## src/rtl/deq_pkg.sv

```systemverilog
// ============================================================================
// deq_pkg: shared types for the double-ended queue unit
// Operation and status codes, payload types, FSM states and the
// command/status bundles between the controller and the datapath.
// ============================================================================
package deq_pkg;

    localparam int MODE_W = 3;
    localparam int FILL_W = 5;

    typedef logic signed [31:0] t_word;
    typedef logic [FILL_W-1:0]  t_fill;

    // Operation codes carried on the mode field (other codes are no-ops)
    typedef enum logic [MODE_W-1:0] {
        MODE_PUSH_FRONT = 3'd0,
        MODE_PUSH_BACK  = 3'd1,
        MODE_POP_FRONT  = 3'd2,
        MODE_POP_BACK   = 3'd3,
        MODE_DUMP       = 3'd4
    } t_mode;

    // Result status codes
    typedef enum logic [1:0] {
        ST_OK    = 2'd0,
        ST_OVER  = 2'd1,
        ST_UNDER = 2'd2
    } t_status;

    // Controller states
    typedef enum logic [1:0] {
        S_IDLE,
        S_EXEC,
        S_READ,
        S_OUT
    } t_state;

    // Controller -> datapath commands
    typedef struct packed {
        logic capture;    // latch the incoming transaction
        logic exec;       // perform the operation on the ring
        logic rd_load;    // move memory read data into the result
        logic dump_step;  // advance the dump index and read the next entry
    } t_dp_cmd;

    // Datapath -> controller status
    typedef struct packed {
        logic needs_read; // latched operation reads the memory
        logic more;       // current result is not the last of its item
    } t_dp_stat;

endpackage

```

## src/rtl/deq_in_if.sv

```systemverilog
// ============================================================================
// deq_in_if: operation channel
// Valid/ready channel carrying one queue operation per transaction.
// ============================================================================
interface deq_in_if import deq_pkg::*; ();

    logic              valid;
    logic              ready;
    logic [MODE_W-1:0] mode;
    t_word             value;

    modport source (output valid, output mode, output value, input ready);
    modport sink   (input valid, input mode, input value, output ready);

endinterface

```

## src/rtl/deq_out_if.sv

```systemverilog
// ============================================================================
// deq_out_if: result channel
// Valid/ready channel carrying one queue result per transaction.
// ============================================================================
interface deq_out_if import deq_pkg::*; ();

    logic    valid;
    logic    ready;
    t_status status;
    t_word   data;
    t_fill   fill;
    logic    last;

    modport source (output valid, output status, output data, output fill,
                    output last, input ready);
    modport sink   (input valid, input status, input data, input fill,
                    input last, output ready);

endinterface

```

## src/rtl/deq_ctrl.sv

```systemverilog
// ============================================================================
// deq_ctrl: queue controller
// Sequences one operation at a time: capture, execute, optional memory
// read, then hold the result until the consumer takes it; dumps loop back.
// ============================================================================
module deq_ctrl import deq_pkg::*; (
    input  logic     i_clk,
    input  logic     i_rst_n,
    input  logic     i_in_valid,
    output logic     o_in_ready,
    output logic     o_out_valid,
    input  logic     i_out_ready,
    output t_dp_cmd  o_cmd,
    input  t_dp_stat i_stat
);

    t_state r_state;
    t_state n_state;

    // State register
    always_ff @(posedge i_clk) begin
        if (!i_rst_n) begin
            r_state <= S_IDLE;
        end else begin
            r_state <= n_state;
        end
    end

    // Next state and commands
    always_comb begin
        n_state     = r_state;
        o_cmd       = '0;
        o_in_ready  = 1'b0;
        o_out_valid = 1'b0;
        unique case (r_state)
            S_IDLE: begin
                // no transaction is taken while reset is held
                o_in_ready = i_rst_n;
                if (i_in_valid && i_rst_n) begin
                    o_cmd.capture = 1'b1;
                    n_state       = S_EXEC;
                end
            end
            S_EXEC: begin
                o_cmd.exec = 1'b1;
                n_state    = i_stat.needs_read ? S_READ : S_OUT;
            end
            S_READ: begin
                o_cmd.rd_load = 1'b1;
                n_state       = S_OUT;
            end
            S_OUT: begin
                o_out_valid = 1'b1;
                if (i_out_ready) begin
                    if (i_stat.more) begin
                        o_cmd.dump_step = 1'b1;
                        n_state         = S_READ;
                    end else begin
                        n_state = S_IDLE;
                    end
                end
            end
            default: begin
                n_state = S_IDLE;
            end
        endcase
    end

endmodule

```

## src/rtl/deq_dp.sv

```systemverilog
// ============================================================================
// deq_dp: queue datapath
// Ring memory with front pointer and occupancy count, dump index and
// the registered result word.
// ============================================================================
module deq_dp import deq_pkg::*; #(
    parameter int DEPTH = 16
) (
    input  logic              i_clk,
    input  logic              i_rst_n,
    input  t_dp_cmd           i_cmd,
    output t_dp_stat          o_stat,
    input  logic [MODE_W-1:0] i_mode,
    input  t_word             i_value,
    output t_status           o_status,
    output t_word             o_data,
    output t_fill             o_fill,
    output logic              o_last
);

    localparam int PW = $clog2(DEPTH);
    localparam int CW = $clog2(DEPTH + 1);
    localparam logic [PW:0]   DEPTH_W   = (PW + 1)'(DEPTH);
    localparam logic [CW-1:0] DEPTH_C   = CW'(DEPTH);
    localparam logic [PW-1:0] LAST_SLOT = PW'(DEPTH - 1);

    // Ring slot of base + off, both below DEPTH
    function automatic logic [PW-1:0] f_slot(input logic [PW-1:0] base,
                                             input logic [PW-1:0] off);
        logic [PW:0] sum;
        sum = {1'b0, base} + {1'b0, off};
        if (sum >= DEPTH_W) begin
            sum = sum - DEPTH_W;
        end
        return sum[PW-1:0];
    endfunction

    // Occupancy reported on the 5-bit fill field
    function automatic t_fill f_fill(input logic [CW-1:0] cnt);
        logic [CW+FILL_W-1:0] ext;
        ext = {{FILL_W{1'b0}}, cnt};
        return ext[FILL_W-1:0];
    endfunction

    t_word             r_mem [DEPTH];
    t_word             r_rd_data;
    logic [MODE_W-1:0] r_mode;
    t_word             r_value;
    logic [PW-1:0]     r_front, n_front;
    logic [CW-1:0]     r_count, n_count;
    logic [PW-1:0]     r_idx, n_idx;
    t_status           r_status, n_status;
    t_word             r_data, n_data;
    t_fill             r_fill, n_fill;
    logic              r_last, n_last;

    logic          full, empty;
    logic [CW-1:0] cnt_m1;
    logic [PW:0]   idx_inc;
    logic          we, rd_en;
    logic [PW-1:0] wr_addr, rd_addr;

    assign full    = (r_count == DEPTH_C);
    assign empty   = (r_count == '0);
    assign cnt_m1  = r_count - 1'b1;
    assign idx_inc = {1'b0, r_idx} + 1'b1;

    assign o_stat.needs_read = !empty && (r_mode == MODE_POP_FRONT ||
                                          r_mode == MODE_POP_BACK  ||
                                          r_mode == MODE_DUMP);
    assign o_stat.more       = !r_last;

    // Operation execution and result formation
    always_comb begin
        n_front  = r_front;
        n_count  = r_count;
        n_idx    = r_idx;
        n_status = r_status;
        n_data   = r_data;
        n_fill   = r_fill;
        n_last   = r_last;
        we       = 1'b0;
        wr_addr  = r_front;
        rd_en    = 1'b0;
        rd_addr  = r_front;
        if (i_cmd.exec) begin
            n_status = ST_OK;
            n_data   = '0;
            n_fill   = f_fill(r_count);
            n_last   = 1'b1;
            unique case (r_mode)
                MODE_PUSH_FRONT, MODE_PUSH_BACK: begin
                    if (full) begin
                        n_status = ST_OVER;
                    end else begin
                        we      = 1'b1;
                        n_count = r_count + 1'b1;
                        n_fill  = f_fill(n_count);
                        if (r_mode == MODE_PUSH_FRONT) begin
                            n_front = (r_front == '0) ? LAST_SLOT : r_front - 1'b1;
                            wr_addr = n_front;
                        end else begin
                            wr_addr = f_slot(r_front, r_count[PW-1:0]);
                        end
                    end
                end
                MODE_POP_FRONT, MODE_POP_BACK, MODE_DUMP: begin
                    if (empty) begin
                        n_status = ST_UNDER;
                    end else begin
                        rd_en = 1'b1;
                        n_idx = '0;
                        if (r_mode == MODE_POP_FRONT) begin
                            n_front = f_slot(r_front, PW'(1));
                            n_count = cnt_m1;
                        end else if (r_mode == MODE_POP_BACK) begin
                            rd_addr = f_slot(r_front, cnt_m1[PW-1:0]);
                            n_count = cnt_m1;
                        end
                    end
                end
                default: begin
                    // unused codes: no operation
                end
            endcase
        end
        if (i_cmd.rd_load) begin
            n_status = ST_OK;
            n_data   = r_rd_data;
            n_fill   = f_fill(r_count);
            n_last   = (r_mode != MODE_DUMP) || (idx_inc == (PW + 1)'(r_count));
        end
        if (i_cmd.dump_step) begin
            n_idx   = idx_inc[PW-1:0];
            rd_en   = 1'b1;
            rd_addr = f_slot(r_front, idx_inc[PW-1:0]);
        end
    end

    // Ring memory, registered read
    always_ff @(posedge i_clk) begin
        if (we) begin
            r_mem[wr_addr] <= r_value;
        end
        if (rd_en) begin
            r_rd_data <= r_mem[rd_addr];
        end
    end

    // Pointer and count
    always_ff @(posedge i_clk) begin
        if (!i_rst_n) begin
            r_front <= '0;
            r_count <= '0;
        end else begin
            r_front <= n_front;
            r_count <= n_count;
        end
    end

    // Captured transaction, dump index and result word
    always_ff @(posedge i_clk) begin
        if (i_cmd.capture) begin
            r_mode  <= i_mode;
            r_value <= i_value;
        end
        r_idx    <= n_idx;
        r_status <= n_status;
        r_data   <= n_data;
        r_fill   <= n_fill;
        r_last   <= n_last;
    end

    assign o_status = r_status;
    assign o_data   = r_data;
    assign o_fill   = r_fill;
    assign o_last   = r_last;

    // Checks
    a_count_bound: assert property (@(posedge i_clk) disable iff (!i_rst_n)
        r_count <= DEPTH_C)
        else $error("occupancy above depth");

    a_push_grows: assert property (@(posedge i_clk) disable iff (!i_rst_n)
        i_cmd.exec && !full &&
        (r_mode == MODE_PUSH_FRONT || r_mode == MODE_PUSH_BACK)
        |=> r_count == $past(r_count) + 1'b1)
        else $error("accepted push did not grow the queue");

    a_dump_step: assert property (@(posedge i_clk) disable iff (!i_rst_n)
        i_cmd.dump_step |-> (r_mode == MODE_DUMP) && !r_last)
        else $error("dump step outside an unfinished dump");

    a_underflow: assert property (@(posedge i_clk) disable iff (!i_rst_n)
        i_cmd.exec && empty &&
        (r_mode == MODE_POP_FRONT || r_mode == MODE_POP_BACK || r_mode == MODE_DUMP)
        |=> r_status == ST_UNDER && r_fill == '0 && r_last)
        else $error("empty read did not report underflow");

endmodule

```

## src/rtl/double_ended_queue_unit.sv

```systemverilog
// ============================================================================
// double_ended_queue_unit: bounded double-ended queue
// Ring store of signed 32-bit words with push/pop at both ends and a
// front-to-back dump; controller and datapath in separate modules.
// ============================================================================
//
//   Channel  | Direction | Payload                     | Transactions
//   ---------+-----------+-----------------------------+--------------------
//   i_in     | sink      | mode, value                 | one per operation
//   o_out    | source    | status, data, fill, last    | one, or one per
//            |           |                             | entry for a dump
//
// Pushes, refused operations and unused modes pass from accept through the
// execute state to the result; accepted pops and dumps add a read state
// before it, and a dump reads again for each further entry; the ring
// memory with registered read sets the extra read state. One operation is
// in flight at a time; i_in is ready only when idle and out of reset.
// Synchronous reset empties the queue at once; entry contents are
// undefined until written and need no clearing pass.
// A stalled o_out holds its result and the input stays blocked.
//
module double_ended_queue_unit import deq_pkg::*; #(
    parameter int DEPTH = 16
) (
    input  logic   i_clk,
    input  logic   i_rst_n,
    deq_in_if.sink    i_in,
    deq_out_if.source o_out
);

    t_dp_cmd  cmd;
    t_dp_stat stat;

    deq_ctrl u_ctrl (
        .i_clk       (i_clk),
        .i_rst_n     (i_rst_n),
        .i_in_valid  (i_in.valid),
        .o_in_ready  (i_in.ready),
        .o_out_valid (o_out.valid),
        .i_out_ready (o_out.ready),
        .o_cmd       (cmd),
        .i_stat      (stat)
    );

    deq_dp #(
        .DEPTH (DEPTH)
    ) u_dp (
        .i_clk    (i_clk),
        .i_rst_n  (i_rst_n),
        .i_cmd    (cmd),
        .o_stat   (stat),
        .i_mode   (i_in.mode),
        .i_value  (i_in.value),
        .o_status (o_out.status),
        .o_data   (o_out.data),
        .o_fill   (o_out.fill),
        .o_last   (o_out.last)
    );

endmodule
```

## src/flat_wrapper.sv

```systemverilog
// flat-port wrapper written by rule: the top's interface ports become plain ports
module double_ended_queue_unit_flat import deq_pkg::*;
#(
    parameter int DEPTH = 16
)
  (i_clk, i_rst_n, i_in_valid, i_in_mode, i_in_value, i_in_ready, o_out_valid, o_out_status, o_out_data, o_out_fill, o_out_last, o_out_ready);
  deq_in_if i_in_i ();
  deq_out_if o_out_i ();
  input  logic i_clk;
  input  logic i_rst_n;
  input wire logic [$bits(i_in_i.valid)-1:0] i_in_valid;
  input wire logic [$bits(i_in_i.mode)-1:0] i_in_mode;
  input wire logic [$bits(i_in_i.value)-1:0] i_in_value;
  output wire logic [$bits(i_in_i.ready)-1:0] i_in_ready;
  output wire logic [$bits(o_out_i.valid)-1:0] o_out_valid;
  output wire logic [$bits(o_out_i.status)-1:0] o_out_status;
  output wire logic [$bits(o_out_i.data)-1:0] o_out_data;
  output wire logic [$bits(o_out_i.fill)-1:0] o_out_fill;
  output wire logic [$bits(o_out_i.last)-1:0] o_out_last;
  input wire logic [$bits(o_out_i.ready)-1:0] o_out_ready;
  assign i_in_i.valid = i_in_valid;
  assign i_in_i.mode = i_in_mode;
  assign i_in_i.value = i_in_value;
  assign i_in_ready = i_in_i.ready;
  assign o_out_valid = o_out_i.valid;
  assign o_out_status = o_out_i.status;
  assign o_out_data = o_out_i.data;
  assign o_out_fill = o_out_i.fill;
  assign o_out_last = o_out_i.last;
  assign o_out_i.ready = o_out_ready;
  double_ended_queue_unit #(.DEPTH(DEPTH)) u_core (.i_clk(i_clk), .i_rst_n(i_rst_n), .i_in(i_in_i), .o_out(o_out_i));
endmodule
```

## config.mk

```make
export PLATFORM = sky130hd
export DESIGN_NAME = double_ended_queue_unit_flat
export DESIGN_NICKNAME = d
export VERILOG_FILES = /design/src/rtl/deq_pkg.sv /design/src/rtl/deq_in_if.sv /design/src/rtl/deq_out_if.sv /design/src/rtl/deq_ctrl.sv /design/src/rtl/deq_dp.sv /design/src/rtl/double_ended_queue_unit.sv /design/src/flat_wrapper.sv
export SDC_FILE = /design/constraint.sdc
export NUM_CORES = 1
export LEC_CHECK = 0
export ABC_AREA = 1
export BUFFER_PORTS_ARGS = -buffer_cell sky130_fd_sc_hd__buf_2
export CAP_MARGIN = 30
export CORE_ASPECT_RATIO = 0.75
export CORE_MARGIN = 4
export CORE_UTILIZATION = 62
export DETAILED_ROUTE_END_ITERATION = 7
export GPL_TIMING_DRIVEN = 0
export PLACE_DENSITY = 0.78
export SLEW_MARGIN = 10
export SYNTH_ARGS = -nofsm -noshare
export SYNTH_HDL_FRONTEND = slang
export SYNTH_SLANG_ARGS = --single-unit
export TNS_END_PERCENT = 10
```

## constraint.sdc

```tcl
create_clock -name i_clk -period 4.6 [get_ports i_clk]
set_clock_uncertainty 0.1 [all_clocks]
set_input_delay 0.46 -clock i_clk [delete_from_list [all_inputs] [get_ports i_clk]]
set_output_delay 0.46 -clock i_clk [all_outputs]
set_load 0.02 [all_outputs]
```

==> results of run 1 <==
critical path, delay by kind of cell, from the launching register on:
kind	cells	cell delay, ps
and+or+nand+nor	9	790
xor gates and xnor gates	1	390
AOI/OAI and AO/OA	1	800
buffers and inverters	3	800
adders and majority gates	2	650
DFF	1	460
worst max-delay path by stage:
stage                      startpoint  slack [ps]  depth (start not counted)                   endpoint
3_5_place_dp   u_core.u_dp.r_count[0]         680                         16  u_core.u_dp.r_rd_data[11]
2_1_floorplan  u_core.u_dp.r_count[0]         620                          5   u_core.u_dp.r_rd_data[0]
6_report       u_core.u_dp.r_count[0]         480                         16  u_core.u_dp.r_rd_data[19]
4_1_cts        u_core.u_dp.r_count[0]         670                         16  u_core.u_dp.r_rd_data[20]
5_1_grt        u_core.u_dp.r_count[0]         370                         16  u_core.u_dp.r_rd_data[21]
3_3_place_gp   u_core.u_dp.r_count[0]       -2090                          5  u_core.u_dp.r_rd_data[15]
layout by cell type, fill, tap and decap left out, types with 4 or more instances in the layout:
cell type	instances
a21oi_1	25
clkinvlp_4	4
buf_4	15
edfxtp_1	621
clkbuf_1	31
o21ai_0	25
clkinv_2	10
buf_6	6
nand3_1	625
nand2_1	472
nor2_1	17
buf_12	7
dfxtp_1	13
inv_1	587
nor2_4	19
buf_2	170
nand4_1	7
dlygate4sd3_1	35
xor2_1	19
clkbuf_16	58
clkinv_1	15
bufinv_16	9
buf_16	12
ha_1	19
final cells by class:
class	instances	area, um^2	share of cell area
repair buffers	136	1251	0.03916
well taps	578	723.2	0.02264
plain buffers	132	709.4	0.02221
inverters	590	2215	0.06932
flip-flops and latches	634	18910	0.5918
clock buffers	68	1489	0.04660
clock inverters	42	473.0	0.01480
multi-input cells	1258	6180	0.1934
flip-flops by register name, summed over array words and instances (netlist names):
register               flops
u_core.u_dp.o_status       2
u_core.u_dp.r_front        4
u_core.u_dp.r_idx          4
u_core.u_ctrl.r_state      2
u_core.u_dp.o_data        32
u_core.u_dp.o_fill         5
u_core.u_dp.r_value       32
u_core.u_dp.r_count        5
u_core.u_dp.r_mode         3
u_core.u_dp.r_rd_data     32
u_core.u_dp.o_last         1
u_core.u_dp.r_mem        512
logic make-up (layout without fill, tap and decap cells):
group	count (synthesis)	in the layout	share of synthesized area
compound gates	62	62	0.01194
mux	1	1	0.0003592
flops	634	634	0.6785
fa+ha+maj	23	23	0.01113
simple gates	1150	1150	0.1862
xor+xnor	22	22	0.006914
buf+inv	722	968	0.1049
through the flow:
stage | instances | TNS, ps | instance area (um^2)
after floorplan | 2614 | 0 | 27870
after global placement | 3272 | -419870 | 28990
after detailed placement | 3293 | 0 | 29640
after CTS | 3438 | 0 | 31950
after global routing | 3438 | 0 | 31950
final | 3438 | 0 | 31950
routing by layer:
layer / global-route usage / part of all wire / wire [um] / vias up
li1: - / - / - / 8956
met1: 0.4478 / 0.37 / 29420 / 9517
met2: 0.5048 / 0.44 / 34960 / 1539
met3: 0.08001 / 0.13 / 10550 / 281
met4: 0.1427 / 0.049 / 3844 / 0
met5: 0 / 0 / 0 / -
where the power goes:
| group | internal (mW) | switching (mW) | leakage, nW |
|---|---|---|---|
| clock | 2.83 | 2.17 | 0.946 |
| combinational | 0.904 | 2.33 | 7.21 |
| sequential | 6.92 | 0.262 | 5.72 |
| total | 10.7 | 4.77 | 13.9 |
==> flow_summary.json, run 1 <==
{
  "worstPathArrival_ps": 4510,
  "cap_viol_max_count": 0,
  "core.rowCount": 66,
  "yosys-top-cells-area": "edfxtp_1 (67%), nand3_1 (11%), inv_1 (7.9%)",
  "cp_slowest_cell": "o21ai_1",
  "clock_latency_ps": 650,
  "min_path_cells": 3,
  "cts_tree": "built",
  "cts_max_path_buffers": 3,
  "synth_top_area_cell": "edfxtp_1",
  "synth_top_area_frac": 0.6692,
  "antenna-diode-count": 0,
  "synth_cells": 2614,
  "critPathMostFrequentCell": "nand2_1",
  "synth_seq_cells": 634,
  "hold_buffers": 35,
  "synth-seq-area-share": 0.6785,
  "whs_ps": 78.97,
  "critPathKind": "register to register",
  "period_needed_ps": 4121,
  "status": "finished, final reports clean",
  "required_ps": 4990,
  "grt_max_degree": 24,
  "max_freq_ghz": 0.2426,
  "synth_fp_nets": 2676,
  "postSynth.asyncResetShare": 0,
  "post_cts_buffers": 0,
  "fillers": 2928,
  "p_leak_nw": 13.88,
  "hp-class": "primary input to register",
  "r2r_end": "u_core.u_dp.r_rd_data[19]",
  "crit_chain": "inv_1, ha_1, xor2_1, ha_1, nand2_1, nand2_1, nor2_1, inv_1, nand2_1, nand3_1, nand2_1, nand2_1, o21ai_1, buf_2, nand3_1, nand2_1",
  "layout-drive-gt1-share": 0.1154,
  "reg2regPathDepth": 16,
  "vias_per_cell": 5.903,
  "yosysWarnings": 0,
  "r2r-start": "u_core.u_dp.r_count[0]",
  "die_h_um": 191.6,
  "gr-total-overflow": 0,
  "timing.final.ws_setup_ps": 478.6,
  "cp-start-kind": "register",
  "wl_per_cell_um": 22.91,
  "hold_end": "u_core.u_ctrl.r_state[0]",
  "vdd_drop_max_uv": 383.3,
  "core_area_mm2": 0.04385,
  "first_iter_violations": 2898,
  "io_pins": 81,
  "cts_root_buf": "clkbuf_16",
  "rsz0062_at_grt": "false",
  "fin_nets": 2872,
  "grt_pass1_wl_um": 117300,
  "crit_fanout": 10,
  "antenna_found_initial": 1,
  "postCtsResizedCells": 0,
  "dieArea_mm2": 0.04844,
  "finalPower_mw": 15.42,
  "start_util": 0.6355,
  "cts_made_buffers": 58,
  "yosysMostFrequentCell": "nand3_1",
  "maxSlewViolCount": 0,
  "endpoint_kind": "register",
  "worstMarginPinSlew_ps": 1033,
  "synth_area_per_cell_um2": 10.66,
  "setup_viol": 0,
  "firstDrtPassIters": 7,
  "yosys.cell_types.count": 36,
  "max_stage_delay_ps": 800,
  "ys.flop_type": "edfxtp_1",
  "syn_area_mm2": 0.02787,
  "period_share": 0.8960,
  "postRouteAntennaNets": 0,
  "synthTopCellsByCount": "nand3_1 (625), edfxtp_1 (621), inv_1 (587)",
  "post-place-ws_ps": 680.5,
  "place.gp.congestion": 0.9089,
  "grt_pass1_vias": 20133,
  "route.vias.total": 20293,
  "slew_headroom": 0.3068,
  "drt_wl_total_um": 78780,
  "fin_util": 0.7286,
  "h-tree-depth": 2,
  "drc": 0,
  "syn2layout_area_growth_pct": 14.64,
  "p_per_area_mw_per_mm2": 482.8,
  "path_clk_slew_ps": 60,
  "hold_start": "i_rst_n",
  "die_x_um": 252.8,
  "r2r_slack_ps": 480,
  "report.final.hold_viol_count": 0,
  "portBuffers": 80,
  "hpwl_um": 51750,
  "synth-edff-count": 621,
  "track_usage": 0.3261,
  "cts_sinks": 634
}
(Power assumes the default switching activity.)
==> inputs of run 2 (changes only) <==
--- a/config.mk
+++ b/config.mk
@@ -12,9 +12,8 @@
 export CORE_MARGIN = 4
 export CORE_UTILIZATION = 62
 export DETAILED_ROUTE_END_ITERATION = 7
-export GPL_TIMING_DRIVEN = 0
 export PLACE_DENSITY = 0.78
-export SLEW_MARGIN = 10
+export REMOVE_ABC_BUFFERS = 1
 export SYNTH_ARGS = -nofsm -noshare
 export SYNTH_HDL_FRONTEND = slang
 export SYNTH_SLANG_ARGS = --single-unit
==> run 2 against run 1 <==
Effect of this change:
- sequential share of layout area grew 1.5 points
- core utilization shrank 1.8 points
- global-route usage shrank 4.0 points
- sequential cell count is the same
- non-clock buffer count shrank 110
- critical endpoint is now u_core.u_dp.r_rd_data[2]
==> flow_summary.json, run 2 (synthesis gave the netlist of run 1 again) <==
{
  "antenna-diode-count": 0,
  "period_share": 0.7810,
  "largest_register_ffs": 512,
  "clockPowerShare": 0.318,
  "clock_latency_ps": 620,
  "comb_power_share": 0.193,
  "critPathBufInv": 2,
  "layout-drive-gt1-share": 0.08925,
  "hold_start": "i_rst_n",
  "rsz0062_at_grt": "false",
  "io_pins": 81,
  "top_register": "u_core.u_dp.r_mem",
  "start_util": 0.6355,
  "r2r-start": "u_core.u_dp.r_count[0]",
  "vdd_drop_max_uv": 535.1,
  "path_clk_slew_ps": 60,
  "critPathMostFrequentCell": "nand3_1",
  "cp_slowest_cell": "nand2_4",
  "dieArea_mm2": 0.04844,
  "p_leak_nw": 13.40,
  "regArea_mm2": 0.01891,
  "h-tree-depth": 2,
  "instances_no_fill": 3323,
  "timing.final.ws_setup_ps": 1007,
  "r2r_slack_ps": 1010,
  "slew_headroom": 0.3929,
  "critPathTopFamily": "simple AND/OR/NAND/NOR gates",
  "track_usage": 0.2865,
  "fin_nets": 2761,
  "die_h_um": 191.6,
  "vias_per_cell": 5.763,
  "power.internal_mw": 10.34,
  "status": "finished, final reports clean",
  "setup_viol": 0,
  "grt_pass1_wl_um": 106500,
  "final_common_cell": "nand3_1",
  "antenna_found_initial": 0,
  "min_path_cells": 3,
  "placedCellCount": 3183,
  "reg2regPathDepth": 11,
  "route.vias.total": 19149,
  "crit_fanout": 63,
  "seq_power_share": 0.488,
  "portBuffers": 80,
  "critPathKind": "register to register",
  "endpoint_kind": "register",
  "cts_made_buffers": 57,
  "grt_max_degree": 129,
  "wl_per_cell_um": 20.80,
  "post-place-ws_ps": 1044,
  "place.gp.congestion": 0.8881,
  "report.final.hold_viol_count": 0,
  "required_ps": 4990,
  "gr-total-overflow": 0,
  "max_stage_delay_ps": 690,
  "maxSlewViolCount": 0,
  "core.rowCount": 66,
  "grt_pass1_vias": 19025,
  "r2r_end": "u_core.u_dp.r_rd_data[2]",
  "swShare": 0.2989,
  "worstPathArrival_ps": 3980,
  "postRouteAntennaNets": 0,
  "fin_util": 0.7104,
  "firstDrtPassIters": 6,
  "crit_chain": "inv_1, ha_1, fa_1, nand4_1, nand3_1, nand2_4, buf_4, nand3_1, nand3_1, nand3_1, nand2_1",
  "post_cts_buffers": 0,
  "place_area_mm2": 0.02899,
  "period_needed_ps": 3593,
  "core_area_mm2": 0.04385,
  "cts_max_path_buffers": 3,
  "cts_root_buf": "clkbuf_16",
  "cp-start-kind": "register",
  "max_freq_ghz": 0.2783,
  "drt_wl_total_um": 69120,
  "first_iter_violations": 2497,
  "hp-class": "primary input to register",
  "whs_ps": 121.1,
  "worstMarginPinSlew_ps": 910.6,
  "switchingPower_mw": 4.410,
  "cap_viol_max_count": 0,
  "multiInputGateArea_mm2": 0.006250,
  "drc": 0,
  "hpwl_um": 37220,
  "cts_sinks": 634,
  "design_area_mm2": 0.03115,
  "cts_tree": "built",
  "fillers": 2961,
  "syn2layout_area_growth_pct": 11.78,
  "p_per_area_mw_per_mm2": 473.6,
  "die_x_um": 252.8,
  "final_cell_mix": "nand3_1 (625), edfxtp_1 (621), inv_1 (587), nand2_1 (470), buf_2 (80)",
  "hold_end": "u_core.u_ctrl.r_state[1]"
}
-- run 2: cell count changes in the layout (fill, tap and decap cells not counted), moves of 3 or more --
cell       change
buf_16        -12
buf_2         -90
clkinv_2       +3
bufinv_16      -3
buf_6          -6
buf_12         +7
o21ai_1        -3
o21ai_4        +3
clkbuf_1      -22
buf_4         +14
-- run 2: worst max path at each step --
stage,startpoint,to,slack (ps),cells past startpoint
floorplan,u_core.u_dp.r_idx[0],u_core.u_dp.r_rd_data[0],-1640,7
global placement,u_core.u_dp.r_count[1],u_core.u_dp.r_rd_data[23],1130,16
detailed placement,u_core.u_dp.r_count[1],u_core.u_dp.r_rd_data[0],1040,16
CTS,u_core.u_dp.r_count[0],u_core.u_dp.r_rd_data[0],1040,16
global route,u_core.u_dp.r_count[0],u_core.u_dp.r_rd_data[0],790,16
finish,u_core.u_dp.r_count[0],u_core.u_dp.r_rd_data[2],1010,11
-- run 2: per-layer routing --
layer	part of all wire	wire (um)	track usage
met2	0.47	32660	0.4663
met4	0.031	2136	0.1071
met5	0	0	0
met3	0.11	7517	0.05171
met1	0.39	26810	0.3940
-- run 2: worst min-delay path: stages --
cell and delay (ps):
buf_2 190, nand2_1 100, a21oi_1 30
-- run 2: metrics by stage --
stage | total power [mW] | setup TNS, ps
global route | 15.34 | 0
global placement | 10.00 | 0
CTS | 14.75 | 0
detailed placement | 10.12 | 0
finish | 14.75 | 0
floorplan | 9.039 | -52140
-- run 2: power groups by stage --
stage                     Sequential [mW]  Clock (mW)  Combinational (mW)
final                                7.20        4.70                2.85
after global routing                 7.24        4.99                3.10
after CTS                            7.20        4.72                2.84
after detailed placement             7.32           0                2.80
after global placement               7.30           0                2.70
after floorplan                      7.48           0                1.56
-- run 2: area by class of cell --
class,instances,area share
inverter,590,0.07110
sequential,634,0.6070
clock inverter,39,0.01109
clock buffer,66,0.04687
timing repair buffer,158,0.04009
multi-input combinational,1258,0.2006
tap,578,0.02322
-- run 2: timing repair --
action / CTS / global route
hold buffers: 35 / 0
hold endpoints to repair: 35 / 0
resized for setup: 0 / 0
